## src/hw/rtl/rcp_pkg.sv

```systemverilog
// rcp_pkg: word types, status codes and byte constants for resp_command_parser.
// No dependencies.
`timescale 1ns / 1ps

package rcp_pkg;

    typedef struct packed {
        logic [7:0] in_byte;
        logic       last_of_request;
    } t_in_word;

    typedef struct packed {
        logic       data_valid;
        logic [7:0] token_byte;
        logic       token_end;
        logic       request_done;
        logic [3:0] status;
    } t_out_word;

    // Classified input word passed from front to back
    typedef struct packed {
        logic [7:0] in_byte;
        logic       last;
        logic       first;
        logic       is_ws;
        logic       is_digit;
    } t_cls_word;

    localparam logic [3:0] ST_OK        = 4'd0;
    localparam logic [3:0] ST_EMPTY     = 4'd1;
    localparam logic [3:0] ST_NO_CRLF   = 4'd2;
    localparam logic [3:0] ST_BAD_NUM   = 4'd3;
    localparam logic [3:0] ST_NEG_COUNT = 4'd4;
    localparam logic [3:0] ST_NO_DOLLAR = 4'd5;
    localparam logic [3:0] ST_NEG_BULK  = 4'd6;
    localparam logic [3:0] ST_TRUNC     = 4'd7;
    localparam logic [3:0] ST_NO_EOL    = 4'd8;

    localparam logic [7:0] CH_STAR   = 8'h2A;
    localparam logic [7:0] CH_DOLLAR = 8'h24;
    localparam logic [7:0] CH_CR     = 8'h0D;
    localparam logic [7:0] CH_LF     = 8'h0A;
    localparam logic [7:0] CH_MINUS  = 8'h2D;
    localparam logic [7:0] CH_PLUS   = 8'h2B;
    localparam logic [7:0] CH_ZERO   = 8'h30;

endpackage

```

## src/hw/rtl/rcp_front.sv

```systemverilog
// rcp_front: accepts input words, classifies them and tracks request start.
// Depends on rcp_pkg.
`timescale 1ns / 1ps

module rcp_front (
    input  logic              i_clk,
    input  logic              i_rst_n,
    input  logic              i_push,
    input  rcp_pkg::t_in_word i_word,
    output logic              o_full,
    output logic              o_valid,
    output rcp_pkg::t_cls_word o_cls,
    input  logic              i_take
);
    import rcp_pkg::*;

    logic      r_first;
    logic      r_valid;
    t_cls_word r_cls;
    logic      w_acc;

    // one-entry stage; refills in the cycle it drains
    assign o_full  = r_valid && !i_take;
    assign w_acc   = i_push && !o_full;
    assign o_valid = r_valid;
    assign o_cls   = r_cls;

    always_ff @(posedge i_clk) begin
        if (!i_rst_n) begin
            r_first <= 1'b1;
            r_valid <= 1'b0;
        end else begin
            if (w_acc) begin
                r_valid <= 1'b1;
                r_first <= i_word.last_of_request;
            end else if (i_take) begin
                r_valid <= 1'b0;
            end
        end
        if (w_acc) begin
            r_cls.in_byte  <= i_word.in_byte;
            r_cls.last     <= i_word.last_of_request;
            r_cls.first    <= r_first;
            r_cls.is_ws    <= (i_word.in_byte == 8'h20) ||
                              (i_word.in_byte >= 8'h09 && i_word.in_byte <= 8'h0D);
            r_cls.is_digit <= (i_word.in_byte >= 8'h30 && i_word.in_byte <= 8'h39);
        end
    end
endmodule

```

## src/hw/rtl/rcp_back.sv

```systemverilog
// rcp_back: parse state machine; turns classified words into result words.
// Depends on rcp_pkg.
`timescale 1ns / 1ps

module rcp_back #(
    parameter int LENGTH_BITS = 31
) (
    input  logic                i_clk,
    input  logic                i_rst_n,
    input  logic                i_valid,
    input  rcp_pkg::t_cls_word  i_cls,
    output logic                o_take,
    output logic                o_empty,
    output rcp_pkg::t_out_word  o_word,
    input  logic                i_pop
);
    import rcp_pkg::*;

    localparam int NB = LENGTH_BITS + 1;

    typedef enum logic [2:0] {
        PH_COUNT, PH_DOLLAR, PH_LEN, PH_DATA, PH_CR, PH_LF, PH_DONE
    } t_phase;

    t_phase           r_phase, n_phase;
    logic             r_array, n_array;
    logic [NB-1:0]    r_num, n_num;
    logic             r_neg, n_neg, r_dig, n_dig, r_stop, n_stop;
    logic             r_ovf, n_ovf, r_start, n_start;
    logic             r_pcr, n_pcr;
    logic [LENGTH_BITS-1:0] r_elem, n_elem, r_blen, n_blen;
    logic             r_intok, n_intok, r_any, n_any;
    logic [3:0]       r_err, n_err;
    logic             r_ovalid;
    t_out_word        r_out, n_out;

    // per-request base values
    t_phase           b_phase;
    logic             b_array, b_consumed;
    logic [LENGTH_BITS-1:0] b_elem, b_blen;
    logic             b_intok, b_any;
    logic [3:0]       b_err;
    logic             b_pcr;

    // number reader feed signals
    logic             f_en;
    logic [7:0]       f_c;
    logic             f_ws, f_dig;
    logic             line_end;
    logic [NB+3:0]    w_mul;
    logic [NB+3:0]    w_lim;
    logic [1:0]       fin;
    logic [LENGTH_BITS-1:0] fin_v;
    logic [NB-1:0]    neg_limit;

    assign neg_limit = NB'(1) << LENGTH_BITS;
    assign o_take  = i_valid && (!r_ovalid || i_pop);
    assign o_empty = !r_ovalid;
    assign o_word  = r_out;

    // finish: 0 ok, 1 bad, 2 negative
    always_comb begin
        fin   = 2'd0;
        fin_v = r_num[LENGTH_BITS-1:0];
        if (!r_dig || r_ovf) fin = 2'd1;
        else if (!r_neg && r_num[LENGTH_BITS]) fin = 2'd1;
        else if (r_neg && r_num != '0) fin = 2'd2;
    end

    always_comb begin
        b_consumed = 1'b0;
        b_phase = r_phase; b_array = r_array; b_elem = r_elem; b_blen = r_blen;
        b_intok = r_intok; b_any = r_any; b_err = r_err; b_pcr = r_pcr;
        if (i_cls.first) begin
            b_phase = PH_COUNT; b_array = 1'b0; b_elem = '0; b_blen = '0;
            b_intok = 1'b0; b_any = 1'b0; b_err = '0; b_pcr = 1'b0;
            if (i_cls.in_byte == CH_STAR) begin
                b_array = 1'b1; b_consumed = 1'b1;
            end
        end
    end

    // main per-word update
    always_comb begin
        logic [NB-1:0] nf_num;
        logic nf_neg, nf_dig, nf_stop, nf_ovf, nf_start;
        logic [3:0] d;
        nf_num = r_num; nf_neg = r_neg; nf_dig = r_dig; nf_stop = r_stop;
        nf_ovf = r_ovf; nf_start = r_start;
        if (i_cls.first) begin
            nf_num = '0; nf_neg = 1'b0; nf_dig = 1'b0; nf_stop = 1'b0;
            nf_ovf = 1'b0; nf_start = 1'b0;
        end
        n_phase = b_phase; n_array = b_array; n_elem = b_elem; n_blen = b_blen;
        n_intok = b_intok; n_any = b_any; n_err = b_err; n_pcr = b_pcr;
        n_out = '0;
        f_en = 1'b0; f_c = i_cls.in_byte; f_ws = i_cls.is_ws;
        f_dig = i_cls.is_digit; line_end = 1'b0;
        d = 4'(i_cls.in_byte - CH_ZERO);
        w_mul = '0; w_lim = '0;

        if (!b_consumed && b_err == '0) begin
            if (!b_array) begin
                if (!i_cls.is_ws) begin
                    n_out.data_valid = 1'b1;
                    n_out.token_byte = i_cls.in_byte;
                    n_intok = 1'b1; n_any = 1'b1;
                    n_out.token_end = i_cls.last;
                end else if (b_intok) begin
                    n_out.token_end = 1'b1;
                    n_intok = 1'b0;
                end
            end else begin
                // line byte handling for count and length phases
                if (b_phase == PH_COUNT || b_phase == PH_LEN) begin
                    if (i_cls.in_byte == CH_LF && b_pcr) begin
                        n_pcr = 1'b0; line_end = 1'b1;
                    end else begin
                        // a pending CR is whitespace, which never changes a
                        // started reader except to stop it
                        if (b_pcr && !nf_stop && nf_start) nf_stop = 1'b1;
                        n_pcr = (i_cls.in_byte == CH_CR);
                        f_en = !n_pcr;
                    end
                end
                if (f_en && !nf_stop) begin
                    if (!nf_start && f_ws) begin
                        f_en = 1'b0;
                    end else if (!nf_start && (f_c == CH_MINUS || f_c == CH_PLUS)) begin
                        nf_start = 1'b1;
                        nf_neg = (f_c == CH_MINUS);
                    end else begin
                        nf_start = 1'b1;
                        if (!f_dig) nf_stop = 1'b1;
                        else begin
                            nf_dig = 1'b1;
                            if (!nf_ovf) begin
                                w_mul = (NB+4)'(nf_num) * (NB+4)'(10) + (NB+4)'(d);
                                w_lim = (NB+4)'(neg_limit);
                                if (w_mul > w_lim) nf_ovf = 1'b1;
                                else nf_num = w_mul[NB-1:0];
                            end
                        end
                    end
                end
                unique case (b_phase)
                    PH_COUNT: if (line_end) begin
                        nf_num = '0; nf_neg = 1'b0; nf_dig = 1'b0; nf_stop = 1'b0;
                        nf_ovf = 1'b0; nf_start = 1'b0;
                        if (fin == 2'd1) n_err = ST_BAD_NUM;
                        else if (fin == 2'd2) n_err = ST_NEG_COUNT;
                        else if (fin_v == '0) n_phase = PH_DONE;
                        else begin n_elem = fin_v; n_phase = PH_DOLLAR; end
                    end
                    PH_DOLLAR: begin
                        if (i_cls.in_byte == CH_DOLLAR) begin
                            nf_num = '0; nf_neg = 1'b0; nf_dig = 1'b0; nf_stop = 1'b0;
                            nf_ovf = 1'b0; nf_start = 1'b0; n_pcr = 1'b0;
                            n_phase = PH_LEN;
                        end else n_err = ST_NO_DOLLAR;
                    end
                    PH_LEN: if (line_end) begin
                        nf_num = '0; nf_neg = 1'b0; nf_dig = 1'b0; nf_stop = 1'b0;
                        nf_ovf = 1'b0; nf_start = 1'b0;
                        if (fin == 2'd1) n_err = ST_BAD_NUM;
                        else if (fin == 2'd2) n_err = ST_NEG_BULK;
                        else begin
                            n_blen = fin_v;
                            if (fin_v == '0) begin
                                n_out.token_end = 1'b1; n_phase = PH_CR;
                            end else n_phase = PH_DATA;
                        end
                    end
                    PH_DATA: begin
                        n_out.data_valid = 1'b1;
                        n_out.token_byte = i_cls.in_byte;
                        n_blen = b_blen - 1'b1;
                        if (n_blen == '0) begin
                            n_out.token_end = 1'b1; n_phase = PH_CR;
                        end
                    end
                    PH_CR: if (i_cls.in_byte == CH_CR) n_phase = PH_LF;
                           else n_err = ST_NO_EOL;
                    PH_LF: begin
                        if (i_cls.in_byte == CH_LF) begin
                            n_elem = b_elem - 1'b1;
                            n_phase = (n_elem == '0) ? PH_DONE : PH_DOLLAR;
                        end else n_err = ST_NO_EOL;
                    end
                    default: ;
                endcase
            end
        end

        // status on the final word
        if (i_cls.last) begin
            n_out.request_done = 1'b1;
            if (n_err != '0) n_out.status = n_err;
            else if (!n_array) n_out.status = n_any ? ST_OK : ST_EMPTY;
            else begin
                case (n_phase)
                    PH_COUNT, PH_LEN: n_out.status = ST_NO_CRLF;
                    PH_DOLLAR:        n_out.status = ST_NO_DOLLAR;
                    PH_DATA:          n_out.status = ST_TRUNC;
                    PH_CR, PH_LF:     n_out.status = ST_NO_EOL;
                    default:          n_out.status = ST_OK;
                endcase
            end
        end
        n_num = nf_num; n_neg = nf_neg; n_dig = nf_dig; n_stop = nf_stop;
        n_ovf = nf_ovf; n_start = nf_start;
    end

    always_ff @(posedge i_clk) begin
        if (!i_rst_n) begin
            r_phase <= PH_COUNT; r_array <= 1'b0; r_num <= '0;
            r_neg <= 1'b0; r_dig <= 1'b0; r_stop <= 1'b0; r_ovf <= 1'b0;
            r_start <= 1'b0; r_pcr <= 1'b0; r_elem <= '0; r_blen <= '0;
            r_intok <= 1'b0; r_any <= 1'b0; r_err <= '0; r_ovalid <= 1'b0;
        end else begin
            if (o_take) begin
                r_phase <= n_phase; r_array <= n_array; r_num <= n_num;
                r_neg <= n_neg; r_dig <= n_dig; r_stop <= n_stop; r_ovf <= n_ovf;
                r_start <= n_start; r_pcr <= n_pcr; r_elem <= n_elem;
                r_blen <= n_blen; r_intok <= n_intok; r_any <= n_any;
                r_err <= n_err; r_ovalid <= 1'b1;
            end else if (i_pop) begin
                r_ovalid <= 1'b0;
            end
        end
        if (o_take) r_out <= n_out;
    end
endmodule

```

## src/hw/rtl/resp_command_parser.sv

```systemverilog
// resp_command_parser: top level, front classifier plus back parser.
// Depends on rcp_pkg, rcp_front, rcp_back.
//
//  channel | handshake      | word
//  in      | push / full    | rcp_pkg::t_in_word
//  out     | empty / pop    | rcp_pkg::t_out_word
//
// One byte per cycle sustained while results are popped; a byte's result passes
// through the front stage register, loaded when the byte is accepted, and then
// the back parser output register.
// Number digits are folded by one multiply-by-ten and add in the back parser.
// Synchronous active-low reset clears all control state; no clearing pass.
// A stalled result holds the back stage, which in turn fills the front stage.
`timescale 1ns / 1ps

module resp_command_parser #(
    parameter int LENGTH_BITS = 31
) (
    input  logic               i_clk,
    input  logic               i_rst_n,
    input  logic               push,
    output logic               full,
    input  rcp_pkg::t_in_word  i_word,
    output logic               empty,
    input  logic               pop,
    output rcp_pkg::t_out_word o_word
);
    import rcp_pkg::*;

    logic      w_valid, w_take;
    t_cls_word w_cls;

    rcp_front u_front (
        .i_clk(i_clk), .i_rst_n(i_rst_n), .i_push(push), .i_word(i_word),
        .o_full(full), .o_valid(w_valid), .o_cls(w_cls), .i_take(w_take)
    );

    rcp_back #(.LENGTH_BITS(LENGTH_BITS)) u_back (
        .i_clk(i_clk), .i_rst_n(i_rst_n), .i_valid(w_valid), .i_cls(w_cls),
        .o_take(w_take), .o_empty(empty), .o_word(o_word), .i_pop(pop)
    );

`ifndef SYNTHESIS
    // status only ever accompanies the last word of a request
    a_status: assert property (@(posedge i_clk) disable iff (!i_rst_n)
        (!empty && !o_word.request_done) |-> (o_word.status == ST_OK))
        else $error("status without request_done");
    // no token byte is reported as data_valid low with a byte value
    a_tok: assert property (@(posedge i_clk) disable iff (!i_rst_n)
        (!empty && !o_word.data_valid) |-> (o_word.token_byte == 8'h00))
        else $error("token byte without data_valid");
    // a stalled result stays put
    a_hold: assert property (@(posedge i_clk) disable iff (!i_rst_n)
        (!empty && !pop) |=> (!empty && $stable(o_word)))
        else $error("result changed under stall");
`endif
endmodule
```

## config.mk

```make
export PLATFORM = sky130hd
export DESIGN_NAME = resp_command_parser
export DESIGN_NICKNAME = d
export VERILOG_FILES = /design/src/hw/rtl/rcp_pkg.sv /design/src/hw/rtl/rcp_front.sv /design/src/hw/rtl/rcp_back.sv /design/src/hw/rtl/resp_command_parser.sv
export SDC_FILE = /design/constraint.sdc
export NUM_CORES = 1
export LEC_CHECK = 0
export BUFFER_PORTS_ARGS = -buffer_cell sky130_fd_sc_hd__buf_2
export CORE_MARGIN = 10
export CORE_UTILIZATION = 47
export CTS_CLUSTER_SIZE = 16
export DETAILED_ROUTE_END_ITERATION = 10
export PLACE_DENSITY = 0.7
export SLEW_MARGIN = 20
export SYNTH_ARGS = -nofsm -noshare
export SYNTH_HDL_FRONTEND = slang
export SYNTH_SLANG_ARGS = --single-unit
export TNS_END_PERCENT = 100
```

## constraint.sdc

```tcl
create_clock -name i_clk -period 9.7 [get_ports i_clk]
set_input_delay 1.455 -clock i_clk [delete_from_list [all_inputs] [get_ports i_clk]]
set_output_delay 1.455 -clock i_clk [all_outputs]
set_load 0.005 [all_outputs]
```

# Word level (Yosys, flattened, before mapping)
# Cells that the tools add are included.
# totals
reg_bits,140
input_bits,13
out_inout_bits,17
wordCells,259
# op_classes
addsub,4
mul,1
magnitude_cmp,5
eq_ne,19
mux,161
reduce_logical,42
# op_table
operator,n
$mux W31,14
$mux W32,11
$pmux W31 S2,2
$logic_not A31 Y1,3
$mux W1,87
$pmux W32 S2,1
$sub A31 B1 Y31 const B,2
$mux W4,14
$mux W3,16
$eq A8 B6 Y1 const B,5
$add A36 B4 Y36,1
$gt A36 B32 Y1 const B,1
$mul A32 B3 Y35 const B,1
$reduce_bool A32 Y1,1
$pmux W4 S5,1
$mux W9,2
$pmux W3 S6,1
$eq A8 B4 Y1 const B,2
$pmux W4 S4,1
$logic_and A1 B1 Y1,14
$eq A3 B2 Y1 const B,4
$eq A3 B3 Y1 const B,4
$pmux W1 S2,6
$logic_not A1 Y1,10
17 further kinds,28

# Longest topological paths before layout
# Gate-level depths: netlist of run 1.
# depth
depth_word,18
ltp_mapped,28
depth_no_buf,18

# By module
# A second synthesis of run 1 with hierarchy kept.
# unflattened
hier_cells,1830
hier_area_um2,12878.6
# modules_own_cells
module,instances,cells_per_inst,area_per_inst_um2,seq_area_each_um2
rcp_back,1,1800,12355.6,2672.6
rcp_front,1,30,523.0,400.4

# Worst setup path after synthesis of run 1
# Ideal clock, no wire load.
# synth_path
path_type,flip-flop to flip-flop
from,reg u_front.r_cls (netlist bit u_front.o_cls[2])
to,reg u_back.r_num[18]
setup_time_ps,117
arrival_ps,7436
t_required_ps,9583
slack_ps,2147
stages_incl_launch_ff,28
n_path_buf,12
synth_period_minus_slack_ps,7553
cell_sequence,edfxtp_1 > clkbuf_1 > buf_1 > clkbuf_1 > clkbuf_1 > clkbuf_1 > clkbuf_1 > clkbuf_1 > buf_1 > clkbuf_1 > nor2_1 > ha_1 > o211ai_2 > a21oi_2 > o311a_1 > a221o_2 > or3b_1 > buf_2 > nor3_1 > nand4_1 > xnor2_1 > a2111o_1 > o41ai_4 > and4_1 > buf_6 > o21ai_4 > buf_6 > a22o_1
# synth_via
elab_chain_cells,16
word_cells_on_any_way,53
classes_between,1 x add/sub; 1 x mul; 1 x order compare; 2 x eq/ne; 33 x mux; 15 x reduce/logical
# synth_rtl
element,line,source
from (decl),rcp_front.sv:19,t_cls_word r_cls;
"parallel branches: the longest is 15 deep, another holds $add A36 B4 Y36",--,
$mux W32 (*),rcp_back.sv:102,if (!b_consumed && b_err == '0) begin
to (signal assigned),rcp_back.sv:222,r_phase <= n_phase; r_array <= n_array; r_num <= n_num;
to (decl),rcp_back.sv:27,"logic [NB-1:0] r_num, n_num;"
# Mark *: on every way between the ends. The select of a mux whose other input is x is not followed.
# A chain may end at the register's enable or synchronous reset.

# Worst setup path in the final report of run 1
# layout_path
from,reg u_front.r_cls (netlist bit u_front.o_cls[2])
to,reg u_back.r_num[26]
# Same word-level chain as after synthesis.

==> summary.txt, run 1 <==
Floorplanning
  – Die Y: 190.9 µm
  – I/O Pins: 30
  – Die X: 190.9 µm
  – Initial Utilization: 0.4767
  – Row cnt: 62
  – Die area: 36,420 µm²
  – CORE AREA: 28,780 µm²

Synth
  – Synth Cell Area: 13,720 µm²
  – Yosys top cell area share: 0.1649
  – Most used flip-flop cell after synthesis: dfxtp_1
  – Post-Syn Instances: 1,930
  – Most frequent cell after synthesis: nand2_1
  – Net count after synthesis: 1,987
  – Post-synth top cells: nand2_1 (220), nor2_1 (194), o21ai_0 (152)
  – Post-synth top area cell: dfxtp_1
  – Synth area leaders: dfxtp_1 (16%), nand2_1 (6.0%), edfxtp_1 (5.9%)
  – Post-synth EDFFs: 27
  – Synth Register Bits: 140
  – Sequential share of the synthesized area: 0.2240
  – Yosys warnings: 0
  – Synth cell types: 97
  – Avg Inst Size Synth: 7.109 µm²
  – Async set-reset flop share out of synthesis: 0

Placed design
  – # port buffers: 29
  – Final HPWL from detailed placement: 32,610 µm
  – Global placer's final weighted congestion: 0.9404

Route
  – DRT iter0 DRCs: 1,491
  – Vias: 14,840
  – Highest Signal Layer: met4
  – Routed length on met1: 19,250 µm
  – Final ANT Viol Nets: 0
  – Via density: 6.583
  – Drt pass-1 iters: 6
  – Routed wire length: 46,280 µm
  – DRC viols: 0
  – Wire per inst: 20.53 µm
  – WL met3: 3700 µm
  – Met2 Routed Length: 21,670 µm

Layout
  – Layout fillers: 2,813
  – Nets: 1,914
  – Fraction of layout cells with a size suffix above 1: 0.06310
  – # diodes: 0
  – Util after Layout: 0.5047
  – Area Overhead vs Synth: 5.873%

Global routing
  – First-pass GRT wire length: 72,880 µm
  – Vias in the first global route: 13,470
  – Global route total overflow: 0
  – Initial antenna violation count: 0
  – Largest net degree at the start of global routing: 150
  – All-Layer GR Usage: 0.2444

STA
  – Crit share post-route: 0.7238
  – Final setup TNS: 0 ns
  – # setup viols final: 0
  – Slew Limit Headroom: 0.2697
  – Count of final max-slew check failures: 0
  – Tmin final: 7.021 ns
  – Worst-margin pin slew: 1.091 ns
  – RSZ-0062 raised after global routing: no
  – Fmax: 142.4 MHz
  – Final setup skew: 0.01730 ns
  – Hold Fails Final Rpt: 0

Power
  – Pleak: 5.159 nW
  – Power per cell area: 98.83 nW/µm²
  – Peak supply drop: 108.3 µV

Worst hold path
  – Worst min path class: reg2reg

Clock network
  – Clk_lat worst skew: 0.44 ns
  – CTS Buf Count: 17
  – Clock transition at the registers of the reported paths: 0.08 ns
  – Clk sinks: 140
  – Max clock buf depth: 2
  – Hold-fix buffers, CTS: 0
  – CTS Root Cell: clkbuf_16
  – Post CTS Setup Buffer Count: 0
  – Cts repair resizes: 0
  – CTS tree: built
  – CTS HTree Levels: 4

Setup path
  – Critical path endpoint category: register
  – Required @ worst endpoint: 10.07 ns
  – Crit-path max FO: 149
  – CP Data Arrival Time: 7.39 ns
  – CP Class: reg2reg
  – CP Launch Type: register

Flow run
  – Max Cap Viol: 0

Status
  – Status: finished clean
## placed cells by master, fill, tap and decap left out, types with 27 or more instances in the layout
cell,instances
nor4_1,36
a21oi_1,136
o21ai_0,151
inv_1,35
nand2_1,220
and3_1,40
nor3_1,59
edfxtp_1,27
a22oi_1,28
buf_2,29
ha_1,43
nor2_1,194
dfxtp_1,113
xnor2_1,69
nor2b_1,59
nand3_1,57
and2_1,51
## critical path: stages (launching register included)
cell and delay [ns]:
edfxtp_1 0.42, buf_12 0.21, inv_2 0.13, buf_4 0.41, and2_1 0.23, inv_1 0.06
fa_1 0.52, nand2b_1 0.23, nor3_1 0.22, nand4b_1 0.27, nor4_4 0.39, or3b_1 0.52
nor3_1 0.62, nand4_1 0.27, xnor2_1 0.23, a2111o_1 0.48, o41ai_4 0.57, nand3_2 0.30
nor3_4 0.56, a22o_1 0.21
## state kept, by name (all words and copies together) (netlist names)
signal,cells
u_back.r_ovalid,1
u_front.r_first,1
u_front.o_valid,1
u_back.r_ovf,1
u_back.r_pcr,1
u_back.o_word,15
u_back.r_elem,31
u_back.r_err,4
u_back.r_array,1
u_back.r_stop,1
u_back.r_intok,1
u_front.o_cls,12
u_back.r_blen,31
u_back.r_num,32
u_back.r_any,1
u_back.r_start,1
u_back.r_phase,3
u_back.r_neg,1
u_back.r_dig,1
## worst paths after layout
check	startpoint	endpoint	slack [ns]	cells after the start
setup / recovery	u_front.o_cls[2]	u_back.r_num[26]	2.68	19
hold / removal	u_front.r_first	u_front.o_cls[2]	0.44	0
setup reg to reg	u_front.o_cls[2]	u_back.r_num[26]	2.68	19
hold reg to reg	u_front.r_first	u_front.o_cls[2]	0.44	0
## logic make-up (layout without fill, tap and decap cells)
group	count (synthesis)	after routing	synth area share
fa+ha+maj	44	44	0.04068
mux	18	18	0.01331
flops	140	140	0.2240
xor+xnor	93	93	0.05937
buf+inv	175	115	0.05089
simple gates	852	852	0.3169
compound gates	608	608	0.2948
## where the power goes
group / leakage (nW) / switching, mW / internal (mW)
registers: 1.17 / 0.0134 / 0.606
logic: 3.70 / 0.107 / 0.0489
clock network: 0.285 / 0.297 / 0.364
total: 5.16 / 0.417 / 1.02
## metal layers
layer / global-route usage / up-vias
met2: 0.4058 / 650
met3: 0.03219 / 115
met1: 0.3125 / 7073
met5: 0 / -
li1: - / 6999
met4: 0.09994 / 0
## per-stage QoR
stage / instances / setup slack [ns] / hold slack, ns / power [mW] / instance area (µm²)
3_5_place_dp: 2222 / 2.789 / 0.4222 / 0.7835 / 13940
6_report: 2254 / 2.679 / 0.4393 / 1.436 / 14530
4_1_cts: 2254 / 2.767 / 0.4431 / 1.437 / 14520
3_3_place_gp: 2222 / 3.018 / 0.4197 / 0.7810 / 13940
5_1_grt: 2254 / 2.309 / 0.4583 / 1.484 / 14530
2_1_floorplan: 1930 / 2.147 / 0.4076 / 0.7376 / 13720
## final cells by class
cell class / count / area, µm² / share of cell area
Clock buffer: 17 / 425.4 / 0.02929
Clock inverter: 15 / 155.1 / 0.01068
Inverter: 37 / 138.9 / 0.009562
Multi-Input combinational cell: 1615 / 9967 / 0.6862
Sequential cell: 140 / 3073 / 0.2116
Tap cell: 384 / 480.5 / 0.03308
Timing Repair Buffer: 46 / 285.3 / 0.01964
Note: power is estimated with default switching activity, not from simulation.
==> run 2: changes to the inputs <==
--- a/config.mk
+++ b/config.mk
@@ -5,12 +5,13 @@
 export SDC_FILE = /design/constraint.sdc
 export NUM_CORES = 1
 export LEC_CHECK = 0
+export ABC_AREA = 1
 export BUFFER_PORTS_ARGS = -buffer_cell sky130_fd_sc_hd__buf_2
 export CORE_MARGIN = 10
 export CORE_UTILIZATION = 47
 export CTS_CLUSTER_SIZE = 16
 export DETAILED_ROUTE_END_ITERATION = 10
-export PLACE_DENSITY = 0.7
+export PLACE_DENSITY = 0.72
 export SLEW_MARGIN = 20
 export SYNTH_ARGS = -nofsm -noshare
 export SYNTH_HDL_FRONTEND = slang
==> constraint.sdc (replaced) <==
create_clock -name i_clk -period 6.38 [get_ports i_clk]
set_input_delay 0.957 -clock i_clk [delete_from_list [all_inputs] [get_ports i_clk]]
set_output_delay 0.957 -clock i_clk [all_outputs]
set_load 0.005 [all_outputs]
==> run 2 against run 1 <==
  * Area after synthesis increased by 8.4%
  * Design area increased by 9.5%
  * Die area increased by 7.5%
  * Maximum frequency increased by 23%
  * Critical path depth increased by 12
  * Setup slack got worse by 2.0 ns
  * Via count increased by 19%
  * Synthesized cell count increased by 34%
  * Power increased by 85%
  * First-iteration DRC count increased by 55%
  * Sequential power increased by 58%
  * Combinational power increased to 4.1 times the previous value
  * Critical endpoint is now u_back.r_num[29]
==> summary.txt, run 2 <==
Worst hold path
  – Hold Path End: u_back.r_elem[28] (was u_front.o_cls[2])
  – Worst min path class: reg2reg (unchanged)
  – Worst Hold Depth: 2 (was 0)
  – Hold Path Origin: u_back.r_elem[28] (was u_front.r_first)

Route
  – Via density: 5.917 (was 6.583)
  – Final ANT Viol Nets: 0 (unchanged)
  – Drt pass-1 iters: 6 (unchanged)
  – DRT iter0 DRCs: 2,309 (was 1,491)
  – Wire per inst: 18.73 µm (was 20.53 µm)
  – Vias: 17,620 (was 14,840)
  – Routed wire length: 55,760 µm (was 46,280 µm)
  – DRC viols: 0 (unchanged)

Layout
  – Fin cells: 2,977 (was 2,254)
  – Area Overhead vs Synth: 6.862% (was 5.873%)
  – Fraction of layout cells with a size suffix above 1: 0.08155 (was 0.06310)
  – # diodes: 0 (unchanged)
  – Nets: 2,619 (was 1,914)
  – Largest Register: u_back.r_num (unchanged)
  – Most frequent cells in the layout: nand2_1 (656), inv_1 (360), nor2_1 (306), a21oi_1 (235), nand3_1 (146) (was nand2_1 (220), nor2_1 (194), o21ai_0 (151), a21oi_1 (136), dfxtp_1 (113))
  – Layout fillers: 3,379 (was 2,813)
  – Biggest regs: u_back.r_num (32), u_back.r_blen (31), u_back.r_elem (31) (unchanged)
  – Max reg flops: 32 (unchanged)
  – Commonest non-fill, non-tap cell in the layout: nand2_1 (unchanged)

STA
  – Final setup skew: 0.01392 ns (was 0.01730 ns)
  – Count of final max-slew check failures: 0 (unchanged)
  – Crit share post-route: 0.8976 (was 0.7238)
  – Slew Limit Headroom: 0.2904 (was 0.2697)
  – Final setup TNS: 0 ns (unchanged)
  – Fmax: 174.6 MHz (was 142.4 MHz)
  – # setup viols final: 0 (unchanged)
  – Worst-margin pin slew: 1.057 ns (was 1.091 ns)
  – Tmin final: 5.727 ns (was 7.021 ns)
  – Hold Fails Final Rpt: 0 (unchanged)
  – RSZ-0062 raised after global routing: no (unchanged)

Clock network
  – Clk sinks: 140 (unchanged)
  – Max clock buf depth: 2 (unchanged)
  – CTS Buf Count: 17 (unchanged)
  – Clock transition at the registers of the reported paths: 0.07 ns (was 0.08 ns)
  – Clk_lat worst skew: 0.44 ns (about the same)
  – CTS HTree Levels: 4 (unchanged)
  – CTS Root Cell: clkbuf_16 (unchanged)
  – Post CTS Setup Buffer Count: 0 (unchanged)
  – Hold-fix buffers, CTS: 0 (unchanged)
  – CTS tree: built (unchanged)
  – Cts repair resizes: 0 (unchanged)

Setup path
  – Crit Reg-Reg Endpoint: u_back.r_num[29] (was u_back.r_num[26])
  – Worst R2R Path Depth: 31 (was 19)
  – Worst setup path startpoint: u_front.o_cls[2] (unchanged)
  – R2R Path Start: u_front.o_cls[2] (unchanged)
  – Largest stage delay, worst path: 0.64 ns (was 0.62 ns)
  – CP Launch Type: register (unchanged)
  – CP Class: reg2reg (unchanged)
  – Most numerous cell on the critical path: nand2_1 (was nor3_1)
  – Required @ worst endpoint: 6.75 ns (was 10.07 ns)
  – Reg2Reg Setup Slack: 0.65 ns (was 2.68 ns)
  – Crit-path max FO: 36 (was 149)
  – CP Data Arrival Time: 6.10 ns (was 7.39 ns)
  – CP max-delay cell: edfxtp_1 (was nor3_1)
  – Critical path endpoint category: register (unchanged)

Floorplanning
  – Die area: 39,170 µm² (was 36,420 µm²)
  – I/O Pins: 30 (unchanged)
  – Die X: 197.9 µm (was 190.9 µm)
  – Initial Utilization: 0.4739 (was 0.4767)
  – Row cnt: 65 (was 62)
  – Die Y: 197.9 µm (was 190.9 µm)
  – CORE AREA: 31,390 µm² (was 28,780 µm²)

Global routing
  – All-Layer GR Usage: 0.2803 (was 0.2444)
  – Initial antenna violation count: 0 (unchanged)
  – First-pass GRT wire length: 88,220 µm (was 72,880 µm)
  – Global route total overflow: 0 (unchanged)
  – Largest net degree at the start of global routing: 71 (was 150)
  – Vias in the first global route: 16,380 (was 13,470)

Synth
  – Most used flip-flop cell after synthesis: dfxtp_1 (unchanged)
  – Synth Register Bits: 140 (unchanged)
  – Avg Inst Size Synth: 5.767 µm² (was 7.109 µm²)
  – Synth Cell Area: 14,880 µm² (was 13,720 µm²)
  – Net count after synthesis: 2,637 (was 1,987)
  – Post-synth top cells: nand2_1 (657), inv_1 (361), nor2_1 (308) (was nand2_1 (220), nor2_1 (194), o21ai_0 (152))
  – Post-synth EDFFs: 27 (unchanged)
  – Yosys top cell area share: 0.1658 (was 0.1649)
  – Sequential share of the synthesized area: 0.2065 (was 0.2240)
  – Yosys warnings: 0 (unchanged)
  – Post-Syn Instances: 2,580 (was 1,930)
  – Async set-reset flop share out of synthesis: 0 (unchanged)
  – Synth area leaders: nand2_1 (17%), dfxtp_1 (15%), inv_1 (9.1%) (was dfxtp_1 (16%), nand2_1 (6.0%), edfxtp_1 (5.9%))
  – Most frequent cell after synthesis: nand2_1 (unchanged)
  – Synth cell types: 60 (was 97)
  – Post-synth top area cell: nand2_1 (was dfxtp_1)

Flow run
  – Max Cap Viol: 0 (unchanged)

Status
  – Status: finished clean (unchanged)

Power
  – Power per cell area: 167.1 nW/µm² (was 98.83 nW/µm²)
  – Peak supply drop: 190.9 µV (was 108.3 µV)
  – Pleak: 7.418 nW (was 5.159 nW)
  – Pwr Total: 2.656 mW (was 1.436 mW)

Placed design
  – Placed insts: 2,945 (was 2,222)
  – # port buffers: 29 (unchanged)
  – Final HPWL from detailed placement: 41,750 µm (was 32,610 µm)
  – Global placer's final weighted congestion: 0.9782 (was 0.9404)
-- run 2: cell families after synthesis --
group / count (synthesis) / share of synthesized area
DFF: 140 / 0.2065
buffers and inverters: 485 / 0.1266
AOI/OAI and AO/OA: 552 / 0.2115
and+or+nand+nor: 1302 / 0.3843
xor gates and xnor gates: 57 / 0.03355
adders and majority gates: 44 / 0.03751
-- run 2: worst max-delay path: cells and delay by family, from the launching register on --
family / cells / cell delay [ns]
AO/OA/AOI/OAI: 2 / 0.29
adder cells (fa/ha/maj): 2 / 0.73
buffers and inverters: 4 / 0.40
flip-flops: 1 / 0.64
AND/OR/NAND/NOR: 23 / 3.60
-- run 2: layout make-up --
class,count,area (µm²),area share
clock buffer,18,439.2,0.02762
sequential,140,3073,0.1933
inverter,397,1490,0.09373
tap,402,503.0,0.03164
multi-input combinational,1955,9935,0.6249
timing repair buffer,51,310.3,0.01952
clock inverter,14,148.9,0.009365
-- run 2: power by group --
part           switching [mW]  internal (mW)  total [mW]
logic                   0.457          0.185       0.642
clock network           0.470          0.563        1.03
registers              0.0340          0.947       0.981
total                   0.962           1.69        2.66
-- run 2: how the worst max path moves through the flow --
stage,endpoint,slack [ns],depth (start not counted)
2_1_floorplan,u_back.r_num[13],1.74,35
3_3_place_gp,u_back.r_num[29],0.84,32
3_5_place_dp,u_back.r_num[30],0.85,32
4_1_cts,u_back.r_num[29],0.82,31
5_1_grt,u_back.r_num[30],0.12,32
6_report,u_back.r_num[29],0.65,31
-- run 2: per-stage QoR --
step | instance area [µm²] | utilization | setup slack, ns | hold slack [ns]
after floorplan | 14880 | - | 1.744 | 0.4086
after global routing | 15900 | 0.5065 | 0.1178 | 0.4789
after detailed placement | 15310 | 0.4876 | 0.8526 | 0.4440
after CTS | 15900 | 0.5064 | 0.8211 | 0.4627
after global placement | 15310 | 0.4876 | 0.8398 | 0.4487
final | 15900 | 0.5065 | 0.6532 | 0.4633
-- run 2: metal layers --
| metal | up-vias | track usage | routed length (µm) |
|---|---|---|---|
| li1 | 8445 | - | - |
| met2 | 920 | 0.4482 | 25030 |
| met3 | 158 | 0.04685 | 5267 |
| met4 | 0 | 0.1335 | 2464 |
| met1 | 8092 | 0.3595 | 23000 |
| met5 | - | 0 | 0 |
